==> src/ptm_pkg.sv <==
// ----------------------------------------------------------------------------
// Temporal median package
// Shared types and defaults for the per-pixel temporal median core and its
// sorting cells.
// ----------------------------------------------------------------------------
`default_nettype none

package ptm_pkg;

  // Default capacity of the sorted row, in samples.
  localparam int MAX_SAMPLES_DEF = 32;

  localparam int CHAN_W   = 8;
  localparam int NUM_CHAN = 3;

  // Channel positions within a pixel.
  localparam int CH_BLUE  = 0;
  localparam int CH_GREEN = 1;
  localparam int CH_RED   = 2;

  typedef logic [CHAN_W-1:0] chan_t;
  typedef chan_t [NUM_CHAN-1:0] pixel_t;
  typedef logic [NUM_CHAN-1:0] chan_flags_t;

  // Control that every cell of the row receives for one insertion.
  typedef struct packed {
    logic ins_en;  // a sample is being inserted this cycle
    logic active;  // this cell holds a sample of the current pixel
    logic at_end;  // this cell is the first free one
  } cell_ctrl_t;

endpackage

`default_nettype wire

==> src/ptm_cell.sv <==
// ----------------------------------------------------------------------------
// Temporal median sorting cell
// One position of the insertion-sorted row. It holds one byte per channel,
// compares it with the incoming sample and either keeps it, takes the value of
// its left neighbour, or takes the sample itself.
// ----------------------------------------------------------------------------
`default_nettype none

module ptm_cell (
  input  wire                    clk,
  input  ptm_pkg::cell_ctrl_t    ctrl,
  input  ptm_pkg::pixel_t        sample,
  input  ptm_pkg::pixel_t        prev_val,
  input  ptm_pkg::chan_flags_t   prev_gt,
  output ptm_pkg::pixel_t        val,
  output ptm_pkg::chan_flags_t   gt
);

  ptm_pkg::pixel_t val_next;

  always_comb begin
    for (int c = 0; c < ptm_pkg::NUM_CHAN; c++) begin
      gt[c] = ctrl.active && (val[c] > sample[c]);
    end
  end

  // The row is ascending, so the flags rise once from left to right: a cell
  // whose left neighbour is greater than the sample shifts right by one.
  always_comb begin
    for (int c = 0; c < ptm_pkg::NUM_CHAN; c++) begin
      if (prev_gt[c]) begin
        val_next[c] = prev_val[c];
      end else if (gt[c] || ctrl.at_end) begin
        val_next[c] = sample[c];
      end else begin
        val_next[c] = val[c];
      end
    end
  end

  always_ff @(posedge clk) begin
    if (ctrl.ins_en && (ctrl.active || ctrl.at_end)) begin
      val <= val_next;
    end
  end

endmodule

`default_nettype wire

==> src/per_pixel_temporal_median_core.sv <==
// ----------------------------------------------------------------------------
// Per-pixel temporal median core
// Gathers the blue, green and red bytes of one pixel over several frames in a
// row of insertion-sorting cells and emits the per-channel element at index
// count/2 once the marked last sample has been taken.
// ----------------------------------------------------------------------------
// Throughput: one sample beat per cycle, with no gap between pixels, unless
//   a pending result held up by out_stall raises in_stall.
// Result: the last sample beat is inserted into the row, then the median is
//   selected from the row and registered into the output stage.
// Reset: clears the sample count, the overflow flag and both valid stages;
//   the cell contents are not cleared and are never read before being written.
`default_nettype none

module per_pixel_temporal_median_core #(
  parameter int MAX_SAMPLES = ptm_pkg::MAX_SAMPLES_DEF
) (
  input  wire                  clk,
  input  wire                  rst,
  input  wire                  in_valid,
  output logic                 in_stall,
  input  wire  [7:0]           sample_blue,
  input  wire  [7:0]           sample_green,
  input  wire  [7:0]           sample_red,
  input  wire                  last_sample,
  output logic                 out_valid,
  input  wire                  out_stall,
  output logic [7:0]           median_blue,
  output logic [7:0]           median_green,
  output logic [7:0]           median_red,
  output logic                 overflowed
);

  localparam int CNT_W = $clog2(MAX_SAMPLES + 1);
  localparam int IDX_W = (MAX_SAMPLES > 1) ? $clog2(MAX_SAMPLES) : 1;

  logic [CNT_W-1:0] count;
  logic [CNT_W-1:0] count_after;
  logic             drop;
  logic             full;
  logic             in_fire;
  logic             ins;

  logic             pend_valid;
  logic [IDX_W-1:0] pend_idx;
  logic             pend_drop;
  logic             out_take;

  ptm_pkg::pixel_t      sample;
  ptm_pkg::pixel_t      cell_val [MAX_SAMPLES];
  ptm_pkg::chan_flags_t cell_gt  [MAX_SAMPLES];
  ptm_pkg::pixel_t      median;

  assign full     = (count == CNT_W'(MAX_SAMPLES));
  assign out_take = !out_valid || !out_stall;
  // The row must hold still while its pending result cannot move on.
  assign in_stall = pend_valid && !out_take;
  assign in_fire  = in_valid && !in_stall;
  assign ins      = in_fire && !full;

  assign count_after = ins ? count + CNT_W'(1) : count;

  always_comb begin
    sample = '0;
    sample[ptm_pkg::CH_BLUE]  = sample_blue;
    sample[ptm_pkg::CH_GREEN] = sample_green;
    sample[ptm_pkg::CH_RED]   = sample_red;
  end

  for (genvar i = 0; i < MAX_SAMPLES; i++) begin : g_cell
    ptm_pkg::cell_ctrl_t  ctrl;
    ptm_pkg::pixel_t      prev_val;
    ptm_pkg::chan_flags_t prev_gt;

    assign ctrl = '{ins_en: ins,
                    active: (CNT_W'(i) < count),
                    at_end: (CNT_W'(i) == count)};

    if (i == 0) begin : g_first
      assign prev_val = '0;
      assign prev_gt  = '0;
    end else begin : g_rest
      assign prev_val = cell_val[i-1];
      assign prev_gt  = cell_gt[i-1];
    end

    ptm_cell u_cell (
      .clk      (clk),
      .ctrl     (ctrl),
      .sample   (sample),
      .prev_val (prev_val),
      .prev_gt  (prev_gt),
      .val      (cell_val[i]),
      .gt       (cell_gt[i])
    );
  end

  always_ff @(posedge clk) begin
    if (rst) begin
      count <= '0;
      drop  <= 1'b0;
    end else if (in_fire && last_sample) begin
      count <= '0;
      drop  <= 1'b0;
    end else if (in_fire) begin
      count <= count_after;
      if (full) begin
        drop <= 1'b1;
      end
    end
  end

  // The median is read from the row once the pending result can move on; a new
  // pixel may insert in that same cycle since the read sees the old contents.
  always_ff @(posedge clk) begin
    if (rst) begin
      pend_valid <= 1'b0;
    end else if (in_fire && last_sample) begin
      pend_valid <= 1'b1;
    end else if (out_take) begin
      pend_valid <= 1'b0;
    end
  end

  always_ff @(posedge clk) begin
    if (in_fire && last_sample) begin
      pend_idx  <= IDX_W'(count_after >> 1);
      pend_drop <= drop || full;
    end
  end

  assign median = cell_val[pend_idx];

  always_ff @(posedge clk) begin
    if (rst) begin
      out_valid <= 1'b0;
    end else if (out_take) begin
      out_valid <= pend_valid;
    end
  end

  always_ff @(posedge clk) begin
    if (out_take && pend_valid) begin
      median_blue  <= median[ptm_pkg::CH_BLUE];
      median_green <= median[ptm_pkg::CH_GREEN];
      median_red   <= median[ptm_pkg::CH_RED];
      overflowed   <= pend_drop;
    end
  end

endmodule

`default_nettype wire

==> config.mk <==
export PLATFORM = sky130hd
export DESIGN_NAME = per_pixel_temporal_median_core
export DESIGN_NICKNAME = d
export VERILOG_FILES = /design/src/ptm_pkg.sv /design/src/ptm_cell.sv /design/src/per_pixel_temporal_median_core.sv
export SDC_FILE = /design/constraint.sdc
export NUM_CORES = 2
export LEC_CHECK = 0
export ABC_AREA = 1
export ABC_CLOCK_PERIOD_IN_PS = 7100
export BUFFER_PORTS_ARGS = -buffer_cell sky130_fd_sc_hd__buf_2
export CAP_MARGIN = 30
export CORE_UTILIZATION = 70
export DETAILED_ROUTE_END_ITERATION = 7
export PLACE_DENSITY = 0.87
export SYNTH_ARGS = -nofsm -noshare
export SYNTH_HDL_FRONTEND = slang
export SYNTH_SLANG_ARGS = --single-unit
==> constraint.sdc <==
create_clock -name clk -period 7.1 [get_ports clk]
set_clock_uncertainty 0.15 [all_clocks]
set_input_delay 0.355 -clock clk [delete_from_list [all_inputs] [get_ports clk]]
set_output_delay 0.355 -clock clk [all_outputs]
set_load 0.05 [all_outputs]
==> results.toml <==
[die]
die-width_um = 298
core_area_um2 = 86600
start_util = 0.706
die_area_um2 = 88600
die_boundary_height_um = 298
boundaryPins = 56
floorplan.rows = 108

[timing]
rsz0062_at_grt = "false"
max_clock_freq_mhz = 252
finalSetupViolCount = 0
final_period_util = 0.558
fin_setup_tns_ns = 0
drv_slew = 0
timing.max_slew.rel_slack = 0.225
timing.final.crit_period_ns = 3.96
tightest_slew_ns = 1.16
finalHoldViolations = 0

[worst_setup_path]
setup.worst_path.end_class = "register"
worstSetupPathType = "input pin to register"
cp.arrival_ns = 4.11
critical_path.max_fanout = 33
cp_slowest_stage_delay_ns = 0.88
cpMaxStageDelayCell = "a21oi_1"
cp_cell_sequence = "dlygate4sd3_1 -> buf_2 -> inv_2 -> buf_4 -> ha_1 -> nand2_1 -> nor2_1 -> nand2_1 -> nand2_1 -> inv_1 -> nand2_2 -> a21oi_1"
worst_path_most_repeated_cell = "nand2_1"
cp_num_buf_inv = 5
worstReg2RegEnd = "g_cell[1].u_cell.val[3]"
critical_path_required_ns = 7.25
timing.critical_path.from_type = "input pin"
reg2reg_depth = 8
worst-r2r-setup-slack_ns = 3.19
cpLargestDelayFamily = "buffers and inverters"
regToRegStartpoint = "count[0]"

[synth]
synth_top_cell_area_share = 0.392
post_syn_nets = 8737
netlist_top_cells_area = "edfxtp_1, ha_1, nand2_1"
synth-async-reset-ratio = 0
netlist_area_pre_place_um2 = 61200
synth-main-ff-cell = "edfxtp_1"
synth_largest_area_cell = "edfxtp_1"
synth_seq_area_share = 0.395
synthTopCellsByCount = "nand2_1, nor2_1, a21oi_1, edfxtp_1, ha_1"
synth.lib_cells_used.distinct = 33
synth_most_common_cell = "nand2_1"
synth_enable_flop_cells = 799
syn-mean-instance-area_um2 = 7.71
synth_cells = 7937
ys_seq_elements = 808
synthesis.yosys.warnings = 0

[detailed_routing]
num_vias = 56400
firstDrtPassIters = 8
vias_per_cell = 6.23
routed_wire_length_per_instance_um = 20.5
totalWireLength_um = 186000
drtAntennaViolNets = 0
drcViolationCount = 7
drt_iter0_drc = 7535

[power]
leakage_power_of_the_design_nw = 31.6
switchingPower_mw = 3.04
power.density_nw_per_um2 = 180
pwr-share-seq = 0.454
max-vdd-ir-drop_v = 0.000201
internal_power_mw = 8.67
power.switching_fraction = 0.260
pwr-share-comb = 0.121
power.clock.fraction = 0.425

[global_routing]
grt_first_pass_wirelength_um = 287000
groute.usage.overall = 0.412
antenna_violations_before_repair = 3
first_global_vias = 53300
grt_start_max_net_pins = 229
globalRouteOverflowTotal = 0

[cts]
clk_pin_slew_ns = 0.06
cts_made_buffers = 92
ctsLongestPathBuffers = 3
cts_post_setup_buffers_inserted = 0
insertion_delay_ns = 0.68
tritoncts_clock_tree = "done"
root_driver = "clkbuf_16"
h-tree-depth = 3
clkSinkCount = 808

[placed_design]
place.port_buffers = 55
dpl.hpwl_um = 126000
gp_congestion = 0.989

[run_status]
status = "finished, violations left"
failed_checks = "DRC"

[job]
cap_violations = 0

[min_path]
hold-path-cell-count = 4
min_to = "median_blue[4]"
worstHoldStart = "out_stall"
hp-class = "input pin to register"

[final_layout]
layout.core_utilization = 0.750
final-seq-area_um2 = 24200
fillers = 6209
finish.net_count = 8621
drive_gt1_frac = 0.0470
synthesis_to_layout_area_growth_pct = 6.20
multi_input_comb_area_um2 = 32800
==> layout by cell type (no fill, tap or decap), types with 9 or more instances in the layout <==
| cell | count |
|---|---|
| nand2_1 | 2475 |
| nor2_1 | 969 |
| a21oi_1 | 867 |
| edfxtp_1 | 799 |
| ha_1 | 771 |
| nand3_1 | 674 |
| inv_1 | 611 |
| o21ai_0 | 116 |
| clkbuf_16 | 97 |
| a21o_1 | 87 |
| nand2_2 | 66 |
| buf_2 | 55 |
| o21ai_1 | 44 |
| buf_4 | 37 |
| inv_2 | 27 |
| and2_1 | 23 |
| dlygate4sd3_1 | 23 |
| clkinv_2 | 22 |
| clkinv_1 | 17 |
| clkbuf_1 | 16 |
| nand2_4 | 12 |
| bufinv_16 | 12 |
| o21a_1 | 9 |
| nor2_4 | 9 |
| dfxtp_1 | 9 |
==> area by class of cell <==
cell class / instances / share of cell area
tap: 1155 / 0.0222
timing repair buffer: 124 / 0.0150
antenna: 2 / 0.0000770
sequential: 808 / 0.372
clock buffer: 116 / 0.0389
multi-input combinational: 6149 / 0.505
clock inverter: 52 / 0.00838
inverter: 646 / 0.0378
==> metal layers <==
layer	share of wire	vias up	GRT usage
met4	0.080	6	0.295
met1	0.36	25400	0.530
li1	-	26200	-
met2	0.43	3998	0.622
met3	0.13	776	0.0849
met5	0.00035	-	0.00325
==> per-stage QoR <==
step	total power, mW	area, um2	cells	hold WS, ns	worst slack (ns)
after floorplan	6.35	61200	7937	0.250	3.66
after global placement	6.67	61500	8852	0.258	3.32
after detailed placement	6.75	61600	8858	0.271	3.12
after CTS	11.6	64900	9049	0.0562	3.29
after global routing	12.0	65000	9051	0.101	3.05
final	11.7	65000	9052	0.0681	3.14
==> worst max path at each step <==
stage,from,endpoint,slack (ns),cells after the start
floorplan,sample_red[7],g_cell[0].u_cell.val[16],3.66,11
CTS,sample_blue[2],g_cell[0].u_cell.val[5],3.29,12
finish,sample_blue[2],g_cell[0].u_cell.val[2],3.14,12
global route,sample_blue[2],g_cell[0].u_cell.val[2],3.05,12
detailed placement,sample_blue[2],g_cell[0].u_cell.val[2],3.12,11
global placement,sample_blue[1],g_cell[0].u_cell.val[2],3.32,11
==> state kept, by name (all words and copies together), names as in the netlist <==
signal             count
g_cell.u_cell.val    768
median_blue            8
median_green           8
median_red             8
count                  6
pend_idx               5
drop                   1
out_valid              1
overflowed             1
pend_drop              1
pend_valid             1
==> worst register-to-register path, stage by stage (launching register included) <==
cell	delay (ns)
dfxtp_1	0.42
inv_1	0.19
ha_1	0.33
nand4_1	0.16
nand2_1	0.39
buf_4	0.43
a21oi_1	0.88
nand2_1	0.30
inv_1	0.33
==> repair_timing <==
item                                   4_1_cts  5_1_grt
setup endpoints to repair                    0        0
hold buffers                                23        0
endpoints found under the hold margin       53        0
gates resized for setup                      0        0
==> power groups by stage <==
| stage | Sequential, mW | Clock, mW | Combinational [mW] |
|---|---|---|---|
| global placement | 5.41 | 0 | 1.26 |
| floorplan | 5.41 | 0 | 0.938 |
| CTS | 5.31 | 4.94 | 1.37 |
| detailed placement | 5.41 | 0 | 1.34 |
| finish | 5.32 | 4.98 | 1.41 |
| global route | 5.31 | 5.11 | 1.56 |
==> cells by family (layout without fill, tap and decap cells) <==
logic type / count (synthesis) / in the layout / share of synthesized area
buf+inv: 980 / 938 / 0.0683
flops: 808 / 808 / 0.395
compound gates: 1128 / 1128 / 0.0966
simple gates: 4249 / 4249 / 0.282
xor+xnor: 1 / 1 / 0.000143
fa+ha+maj: 771 / 771 / 0.158
other cells: 0 / 2 / 0
Power figures use the tool's default switching activity.
